`config.mk`:
```
export PLATFORM = sky130hd
export DESIGN_NAME = multi_slot_countdown_timer
export DESIGN_NICKNAME = d
export VERILOG_FILES = /design/src/sv/mst_pkg.sv /design/src/sv/multi_slot_countdown_timer.sv
export VERILOG_INCLUDE_DIRS = /design/src /design/src/sv
export SDC_FILE = /design/constraint.sdc
export NUM_CORES = 1
export LEC_CHECK = 0
export BUFFER_PORTS_ARGS = -buffer_cell sky130_fd_sc_hd__buf_2
export CORE_UTILIZATION = 40
export CTS_BUF_LIST = sky130_fd_sc_hd__clkbuf_8 sky130_fd_sc_hd__clkbuf_16
export DETAILED_ROUTE_END_ITERATION = 8
export GPL_ROUTABILITY_DRIVEN = 0
export SKIP_LAST_GASP = 1
export SYNTH_ARGS = -nofsm -noshare
export SYNTH_HDL_FRONTEND = slang
export SYNTH_SLANG_ARGS = --single-unit
```
`constraint.sdc`:
```
create_clock -name clk -period 18.3 [get_ports clk]
set_input_delay 1.83 -clock clk [delete_from_list [all_inputs] [get_ports clk]]
set_output_delay 1.83 -clock clk [all_outputs]
set_load 0.1 [all_outputs]
```
`src/sv/multi_slot_countdown_timer_macros.svh`:
```
// ----------------------------------------------------------------------------
// Assertion macros for the multi-slot countdown timer
// Concurrent checks clocked on clk; MST_ASSERT is held off while rst_n is low.
// ----------------------------------------------------------------------------
`ifndef MULTI_SLOT_COUNTDOWN_TIMER_MACROS_SVH
`define MULTI_SLOT_COUNTDOWN_TIMER_MACROS_SVH

// Check a property on every rising edge outside reset.
`define MST_ASSERT(lbl, prop, msg) \
  lbl: assert property (@(posedge clk) disable iff (!rst_n) prop) else $error(msg);

// Check a property on every rising edge, reset included.
`define MST_ASSERT_ALWAYS(lbl, prop, msg) \
  lbl: assert property (@(posedge clk) prop) else $error(msg);

`endif

```
`src/sv/mst_pkg.sv`:
```
// ----------------------------------------------------------------------------
// mst_pkg
// Codes, defaults and the slot entry type of the multi-slot countdown timer.
// ----------------------------------------------------------------------------
package mst_pkg;

  localparam int SLOTS_DEF = 8;

  localparam logic [1:0] KIND_CREATE  = 2'd0;
  localparam logic [1:0] KIND_DELETE  = 2'd1;
  localparam logic [1:0] KIND_TICK    = 2'd2;
  localparam logic [1:0] KIND_SERVICE = 2'd3;

  localparam logic [1:0] STATUS_OK   = 2'd0;
  localparam logic [1:0] STATUS_FAIL = 2'd1;
  localparam logic [1:0] STATUS_FULL = 2'd2;

  // One slot as stored in the entry memory.
  typedef struct packed {
    logic [31:0] count;
    logic [31:0] reload;
    logic        periodic;
    logic        running;
    logic        notify;
  } entry_t;

endpackage

```
`src/sv/multi_slot_countdown_timer.sv`:
```
// ----------------------------------------------------------------------------
// multi_slot_countdown_timer
// Table of countdown timer slots kept in one entry memory, with create,
// delete, tick and service items and a registered result channel.
// ----------------------------------------------------------------------------
//
//  channel | direction | handshake             | payload
//  --------+-----------+-----------------------+--------------------------------
//  in      | input     | in_valid / in_ready   | kind, slot, reload, periodic,
//          |           |                       | start_running, has_callback
//  out     | output    | out_valid / out_ready | status, slot_index, expired,
//          |           |                       | last
//  cfg     | input     | cfg_we                | cfg_wdata (tick_sync_enable)
//
//  Create and delete items give their result in the cycle after they are
//  accepted. Tick and service items walk the entry memory one slot per cycle,
//  reading slot i+1 while slot i is modified and written back; the memory
//  read is registered. A tick that is ignored under sync gives no item.
//  A stalled output holds the walk on the slot that has an event to report.
//  Synchronous reset frees all slots and clears service_seen; the entry
//  memory needs no clearing since slots not in use are never modified or
//  reported.

`include "multi_slot_countdown_timer_macros.svh"

module multi_slot_countdown_timer #(
  parameter int SLOTS = mst_pkg::SLOTS_DEF
) (
  input  logic        clk,
  input  logic        rst_n,
  // input items
  input  logic        in_valid,
  output logic        in_ready,
  input  logic [1:0]  in_kind,
  input  logic [2:0]  in_slot,
  input  logic [31:0] in_reload,
  input  logic        in_periodic,
  input  logic        in_start_running,
  input  logic        in_has_callback,
  // result items
  output logic        out_valid,
  input  logic        out_ready,
  output logic [1:0]  out_status,
  output logic [2:0]  out_slot_index,
  output logic        out_expired,
  output logic        out_last,
  // configuration
  input  logic        cfg_we,
  input  logic        cfg_wdata
);

  localparam int IW = (SLOTS > 1) ? $clog2(SLOTS) : 1;  // slot index width
  localparam int CW = $clog2(SLOTS + 1);                // walk counter width

  localparam logic ST_IDLE = 1'b0;
  localparam logic ST_SCAN = 1'b1;

  // --------------------------------------------------------------------------
  // State
  // --------------------------------------------------------------------------
  logic                 state_r, state_nxt;
  logic                 svc_r, svc_nxt;          // pass is a service pass
  logic [CW-1:0]        rd_idx_r, rd_idx_nxt;    // next slot to read
  logic                 p_vld_r, p_vld_nxt;      // a slot sits in the modify stage
  logic [IW-1:0]        p_idx_r, p_idx_nxt;
  logic [SLOTS-1:0]     in_use_r, in_use_nxt;
  logic                 svc_seen_r, svc_seen_nxt;
  logic                 tick_sync_r;

  logic                 out_valid_r, out_valid_nxt;
  logic [1:0]           out_status_r, out_status_nxt;
  logic [2:0]           out_slot_index_r, out_slot_index_nxt;
  logic                 out_expired_r, out_expired_nxt;
  logic                 out_last_r, out_last_nxt;

  // Entry memory: one write port, one registered read port.
  mst_pkg::entry_t      mem [SLOTS];
  mst_pkg::entry_t      rd_data_r;
  logic                 mem_we;
  logic [IW-1:0]        mem_waddr;
  mst_pkg::entry_t      mem_wdata;
  logic                 rd_en;

  // --------------------------------------------------------------------------
  // Handshake and decode
  // --------------------------------------------------------------------------
  logic                 out_free;
  logic                 in_fire;
  logic                 free_hit;
  logic [IW-1:0]        free_idx;
  logic                 rd_more;
  logic                 p_use;
  logic                 hit_tick;
  logic                 hit_svc;
  logic                 emit;
  logic                 stall;
  logic                 adv;
  logic                 scan_end;
  logic                 del_bad;

  assign out_free = !out_valid_r || out_ready;
  assign in_ready = (state_r == ST_IDLE) && out_free;
  assign in_fire  = in_valid && in_ready;
  assign del_bad  = 7'(in_slot) >= 7'(SLOTS);

  // Lowest free slot.
  always_comb begin
    free_hit = 1'b0;
    free_idx = '0;
    for (int i = SLOTS - 1; i >= 0; i--) begin
      if (!in_use_r[i]) begin
        free_hit = 1'b1;
        free_idx = IW'(i);
      end
    end
  end

  assign rd_more  = rd_idx_r != CW'(SLOTS);
  assign p_use    = in_use_r[p_idx_r];
  assign hit_tick = p_use && rd_data_r.running && (rd_data_r.count != 32'd0);
  assign hit_svc  = p_use && rd_data_r.running && (rd_data_r.count == 32'd0);
  assign emit     = p_vld_r && svc_r && hit_svc && rd_data_r.notify;
  // Hold the walk while an event waits for room in the output register.
  assign stall    = emit && !out_free;
  assign adv      = (state_r == ST_SCAN) && !stall;
  assign rd_en    = adv && rd_more;
  assign scan_end = (state_r == ST_SCAN) && !p_vld_r && !rd_more;

  // --------------------------------------------------------------------------
  // Next state
  // --------------------------------------------------------------------------
  always_comb begin
    state_nxt          = state_r;
    svc_nxt            = svc_r;
    rd_idx_nxt         = rd_idx_r;
    p_vld_nxt          = p_vld_r;
    p_idx_nxt          = p_idx_r;
    in_use_nxt         = in_use_r;
    svc_seen_nxt       = svc_seen_r;
    out_valid_nxt      = out_valid_r && !out_ready;
    out_status_nxt     = out_status_r;
    out_slot_index_nxt = out_slot_index_r;
    out_expired_nxt    = out_expired_r;
    out_last_nxt       = out_last_r;
    mem_we             = 1'b0;
    mem_waddr          = p_idx_r;
    mem_wdata          = rd_data_r;

    case (state_r)
      ST_IDLE: begin
        if (in_fire) begin
          case (in_kind)
            mst_pkg::KIND_CREATE: begin
              out_valid_nxt      = 1'b1;
              out_expired_nxt    = 1'b0;
              out_last_nxt       = 1'b1;
              out_slot_index_nxt = 3'd0;
              if (in_reload == 32'd0) begin
                out_status_nxt = mst_pkg::STATUS_FAIL;
              end else if (!free_hit) begin
                out_status_nxt = mst_pkg::STATUS_FULL;
              end else begin
                // Claim the slot and store its whole entry.
                out_status_nxt       = mst_pkg::STATUS_OK;
                out_slot_index_nxt   = 3'(free_idx);
                in_use_nxt[free_idx] = 1'b1;
                mem_we               = 1'b1;
                mem_waddr            = free_idx;
                mem_wdata.count      = in_reload;
                mem_wdata.reload     = in_reload;
                mem_wdata.periodic   = in_periodic;
                mem_wdata.running    = in_start_running;
                mem_wdata.notify     = in_has_callback;
              end
            end
            mst_pkg::KIND_DELETE: begin
              out_valid_nxt      = 1'b1;
              out_expired_nxt    = 1'b0;
              out_last_nxt       = 1'b1;
              out_slot_index_nxt = in_slot;
              if (del_bad) begin
                out_status_nxt = mst_pkg::STATUS_FAIL;
              end else begin
                out_status_nxt           = mst_pkg::STATUS_OK;
                in_use_nxt[IW'(in_slot)] = 1'b0;
              end
            end
            mst_pkg::KIND_TICK: begin
              // Drop the tick when sync is on and no service pass ran.
              if (!tick_sync_r || svc_seen_r) begin
                svc_seen_nxt = 1'b0;
                svc_nxt      = 1'b0;
                rd_idx_nxt   = '0;
                p_vld_nxt    = 1'b0;
                state_nxt    = ST_SCAN;
              end
            end
            default: begin
              svc_seen_nxt = 1'b1;
              svc_nxt      = 1'b1;
              rd_idx_nxt   = '0;
              p_vld_nxt    = 1'b0;
              state_nxt    = ST_SCAN;
            end
          endcase
        end
      end

      ST_SCAN: begin
        if (adv) begin
          // Modify and write back the slot in the modify stage.
          if (p_vld_r) begin
            if (svc_r) begin
              if (hit_svc) begin
                mem_we = 1'b1;
                if (rd_data_r.periodic) begin
                  mem_wdata.count = rd_data_r.reload;
                end else begin
                  mem_wdata.running = 1'b0;
                end
              end
            end else if (hit_tick) begin
              mem_we          = 1'b1;
              mem_wdata.count = rd_data_r.count - 32'd1;
            end
          end
          if (emit) begin
            out_valid_nxt      = 1'b1;
            out_status_nxt     = mst_pkg::STATUS_OK;
            out_slot_index_nxt = 3'(p_idx_r);
            out_expired_nxt    = 1'b1;
            out_last_nxt       = 1'b0;
          end
          // Advance the read side.
          p_vld_nxt = rd_more;
          if (rd_more) begin
            p_idx_nxt  = rd_idx_r[IW-1:0];
            rd_idx_nxt = rd_idx_r + CW'(1);
          end
        end
        if (scan_end) begin
          if (!svc_r) begin
            state_nxt = ST_IDLE;
          end else if (out_free) begin
            // Final item of the service pass.
            out_valid_nxt      = 1'b1;
            out_status_nxt     = mst_pkg::STATUS_OK;
            out_slot_index_nxt = 3'd0;
            out_expired_nxt    = 1'b0;
            out_last_nxt       = 1'b1;
            state_nxt          = ST_IDLE;
          end
        end
      end

      default: begin
        state_nxt = ST_IDLE;
      end
    endcase
  end

  // --------------------------------------------------------------------------
  // Registers
  // --------------------------------------------------------------------------
  always_ff @(posedge clk) begin
    if (!rst_n) begin
      state_r     <= ST_IDLE;
      p_vld_r     <= 1'b0;
      in_use_r    <= '0;
      svc_seen_r  <= 1'b0;
      tick_sync_r <= 1'b1;
      out_valid_r <= 1'b0;
    end else begin
      state_r     <= state_nxt;
      p_vld_r     <= p_vld_nxt;
      in_use_r    <= in_use_nxt;
      svc_seen_r  <= svc_seen_nxt;
      out_valid_r <= out_valid_nxt;
      if (cfg_we) begin
        tick_sync_r <= cfg_wdata;
      end
    end
  end

  always_ff @(posedge clk) begin
    svc_r            <= svc_nxt;
    rd_idx_r         <= rd_idx_nxt;
    p_idx_r          <= p_idx_nxt;
    out_status_r     <= out_status_nxt;
    out_slot_index_r <= out_slot_index_nxt;
    out_expired_r    <= out_expired_nxt;
    out_last_r       <= out_last_nxt;
  end

  // Entry memory.
  always_ff @(posedge clk) begin
    if (mem_we) begin
      mem[mem_waddr] <= mem_wdata;
    end
    if (rd_en) begin
      rd_data_r <= mem[rd_idx_r[IW-1:0]];
    end
  end

  assign out_valid      = out_valid_r;
  assign out_status     = out_status_r;
  assign out_slot_index = out_slot_index_r;
  assign out_expired    = out_expired_r;
  assign out_last       = out_last_r;

  // --------------------------------------------------------------------------
  // Assertions
  // --------------------------------------------------------------------------
  `MST_ASSERT(a_scan_write_staged, (state_r == ST_SCAN && mem_we) |-> p_vld_r, "scan write without a staged slot")
  `MST_ASSERT(a_stall_holds_slot, (p_vld_r && stall) |=> (p_vld_r && $stable(p_idx_r)), "stalled slot moved")
  `MST_ASSERT(a_final_item, (scan_end && svc_r && out_free) |=> (out_valid && out_last && !out_expired), "service pass ended without final item")
  `MST_ASSERT_ALWAYS(a_no_accept_in_scan, (state_r == ST_SCAN) |-> !in_ready, "item accepted during a pass")

endmodule

```
==> impl_metrics.py <==
metrics = {
    "outcome": {
        "status": "complete, no violations",
    },
    "cells_and_area": {
        "layout_common_cells": "edfxtp_1 (618), nand2_1 (160), mux4_2 (134), mux2_2 (71), clkbuf_16 (68)",
        "stdcell_count": 2477,
        "drive_gt1_share_pct": 25.3,
        "diodes": 0,
        "nets": 1627,
        "final_common_cell": "edfxtp_1",
        "final_cell_area_um2": 29800,
        "syn_to_final_growth_pct": 13.0,
    },
    "global_routing": {
        "grt_pass1_wl_um": 94300,
        "grt_antenna_before_repair": 3,
        "grt_usage_pct": 19.2,
        "grt_pass1_vias": 14700,
        "gr-total-overflow": 0,
        "grt_max_degree": 139,
    },
    "routing": {
        "drt_iter0_drc": 1514,
        "viasPerCell": 5.82,
        "first_pass_iters": 5,
        "routed_wl_um": 63200,
        "dr_total_vias": 14400,
        "drc": 0,
        "drt.antenna.violating_nets": 0,
        "wl_per_cell_um": 25.5,
    },
    "cts": {
        "postCtsSetupBuffers": 0,
        "ctsRootBufferMaster": "clkbuf_16",
        "clk_pin_slew_ns": 0.06,
        "insertion_delay_ns": 0.59,
        "htreeDepth": 3,
        "cts_resized": 0,
        "numCtsBuffers": 67,
        "tritoncts": "built",
        "cts.path.max_buffers": 3,
        "hold_buffers": 0,
        "cts.sinks": 631,
    },
    "sta": {
        "setup_viol": 0,
        "fin_crit_sh_pct": 31.7,
        "worst_pin_slew_ns": 1.12,
        "slew_headroom_pct": 25.0,
        "final.setup_skew_ns": 0.0300,
        "min_period_ns": 5.80,
        "max_freq_mhz": 173,
        "fin_ws_ns": 12.50,
        "hold_viol": 0,
        "drv_slew": 0,
        "rsz0062_at_grt": "no",
        "tns_ns": 0,
    },
    "place": {
        "hpwlAfterDp_um": 36400,
        "post-place-ws_ns": 11.98,
        "port_buffers": 54,
        "placed_cell_area_um2": 27700,
        "place_inst": 2363,
    },
    "critical_path": {
        "crit_path_end_kind": "flop",
        "critPathLaunch": "out_ready",
        "crit_chain": "buf_2 > nor2b_1 > nor3b_1 > o211ai_1 > nor2_4 > buf_4 > nand2_1 > o32ai_1 > nor3b_2 > buf_4 > buf_4",
        "crit_arrival_ns": 6.01,
        "worstSetupPathType": "input pin to flop",
        "startpoint_type": "input pin",
        "critPathMaxStageDelay_ns": 0.83,
        "cp.required_ns": 18.52,
        "path_buf_inv": 4,
        "worst_path_most_repeated_cell": "buf_4",
        "critical-path-top-delay-family": "buffers and inverters",
        "r2r_start": "state_r",
        "cp_slowest_cell": "nor3b_1",
        "crit_fanout": 50,
    },
    "power_and_ir_drop": {
        "finalPower_mw": 3.15,
        "ir_drop_uv": 55.3,
        "leakagePower_nw": 9.61,
        "power_density_nw_per_um2": 106,
    },
    "floorplan": {
        "initial_core_util_pct": 40.7,
        "dieArea_um2": 66900,
        "die_x_um": 259,
        "io_pins": 55,
        "core_area_um2": 64800,
        "die_h_um": 259,
        "num_rows": 93,
    },
    "logic_synthesis": {
        "seq_area_frac_synth_pct": 71.4,
        "avgSynthCellArea_um2": 17.5,
        "synthesis.area_um2": 26400,
        "synth_edf_count": 618,
        "ys_types": 76,
        "ys_async_sr_fraction_pct": 0,
        "synth_ff_type": "edfxtp_1",
        "yosysWarnings": 0,
        "synth_cells": 1502,
        "ys_seq_elements": 631,
        "synth_nets": 1552,
    },
    "hold_path": {
        "hp-class": "flop to flop",
        "hp-start": "tick_sync_r",
    },
    "job": {
        "cap_violations": 0,
    },
}
-- synthesized netlist by cell type (9+ instances only) --
| master | instances | area share, % |
|---|---|---|
| nor2b_1 | 9 | 0.21 |
| a21o_1 | 14 | 0.40 |
| clkbuf_1 | 51 | 0.73 |
| edfxtp_1 | 618 | 70 |
| mux2i_1 | 19 | 0.72 |
| dfxtp_1 | 13 | 0.99 |
| o21ai_0 | 25 | 0.47 |
| o22ai_1 | 10 | 0.24 |
| a21oi_1 | 33 | 0.63 |
| nor4_1 | 20 | 0.47 |
| and3_1 | 9 | 0.21 |
| nand3_1 | 20 | 0.38 |
| xnor2_1 | 13 | 0.43 |
| nor3_1 | 28 | 0.53 |
| mux2_2 | 71 | 3.0 |
| nor2_1 | 49 | 0.70 |
| a211oi_1 | 9 | 0.26 |
| nand2_1 | 160 | 2.3 |
| nand4_1 | 9 | 0.21 |
| inv_1 | 14 | 0.20 |
| buf_1 | 24 | 0.34 |
| mux4_2 | 134 | 11 |
-- power breakdown --
part | total, mW | internal (mW) | switching (mW)
Clock | 1.28 | 0.750 | 0.532
Combinational | 0.221 | 0.0836 | 0.137
Sequential | 1.65 | 1.63 | 0.0166
Total | 3.15 | 2.46 | 0.686
-- stage by stage --
step,hold slack (ns),util [%]
after floorplan,0.424,-
after detailed placement,0.466,42.8
final,0.475,45.9
after global routing,0.521,45.9
after CTS,0.482,45.9
after global placement,0.464,42.8
-- layout make-up --
class | count | area (um^2)
fillers | 5511 | 35000
flip-flops and latches | 631 | 18800
inverters | 14 | 52.6
repair buffers | 90 | 566
clock inverters | 44 | 337
well taps | 855 | 1070
clock buffers | 70 | 1730
multi-input cells | 773 | 7210
-- layer usage --
metal / global-route usage, % / part of all wire [%] / up-vias
met3: 3.22 / 6.6 / 109
li1: - / - / 6219
met5: 0 / 0.054 / -
met2: 29.7 / 46 / 549
met4: 7.89 / 3.4 / 6
met1: 27.1 / 44 / 7521
-- worst min-delay path, delay by kind of cell, from the launching register on --
family | cells | cell delay, ns
flip-flops | 1 | 0.33
AND/OR/NAND/NOR | 1 | 0.06
multiplexers | 1 | 0.06
-- path summary, 6_finish.rpt --
kind	end	slack (ns)	depth (start not counted)
worst min register to register	tick_sync_r	0.48	2
worst max register to register	mem[2][31]	13.26	10
worst max-delay path	mem[2][31]	12.50	11
worst min-delay path	tick_sync_r	0.48	2
-- cells by family after synthesis --
| logic type | after synthesis | synth area share [%] |
|---|---|---|
| AOI/OAI and AO/OA | 171 | 4.52 |
| xor gates and xnor gates | 20 | 0.665 |
| adders and majority gates | 4 | 0.190 |
| buffers and inverters | 98 | 1.51 |
| DFF | 631 | 71.4 |
| muxes | 225 | 15.2 |
| and+or+nand+nor | 353 | 6.47 |
-- registers in the layout, summed over array words and instances (netlist names), 2 cells and up --
name	count
in_use_r	8
mem	536
out_slot_index	3
out_status	2
p_idx_r	3
rd_data_r	67
rd_idx_r	4
Power figures use the tool's default switching activity.
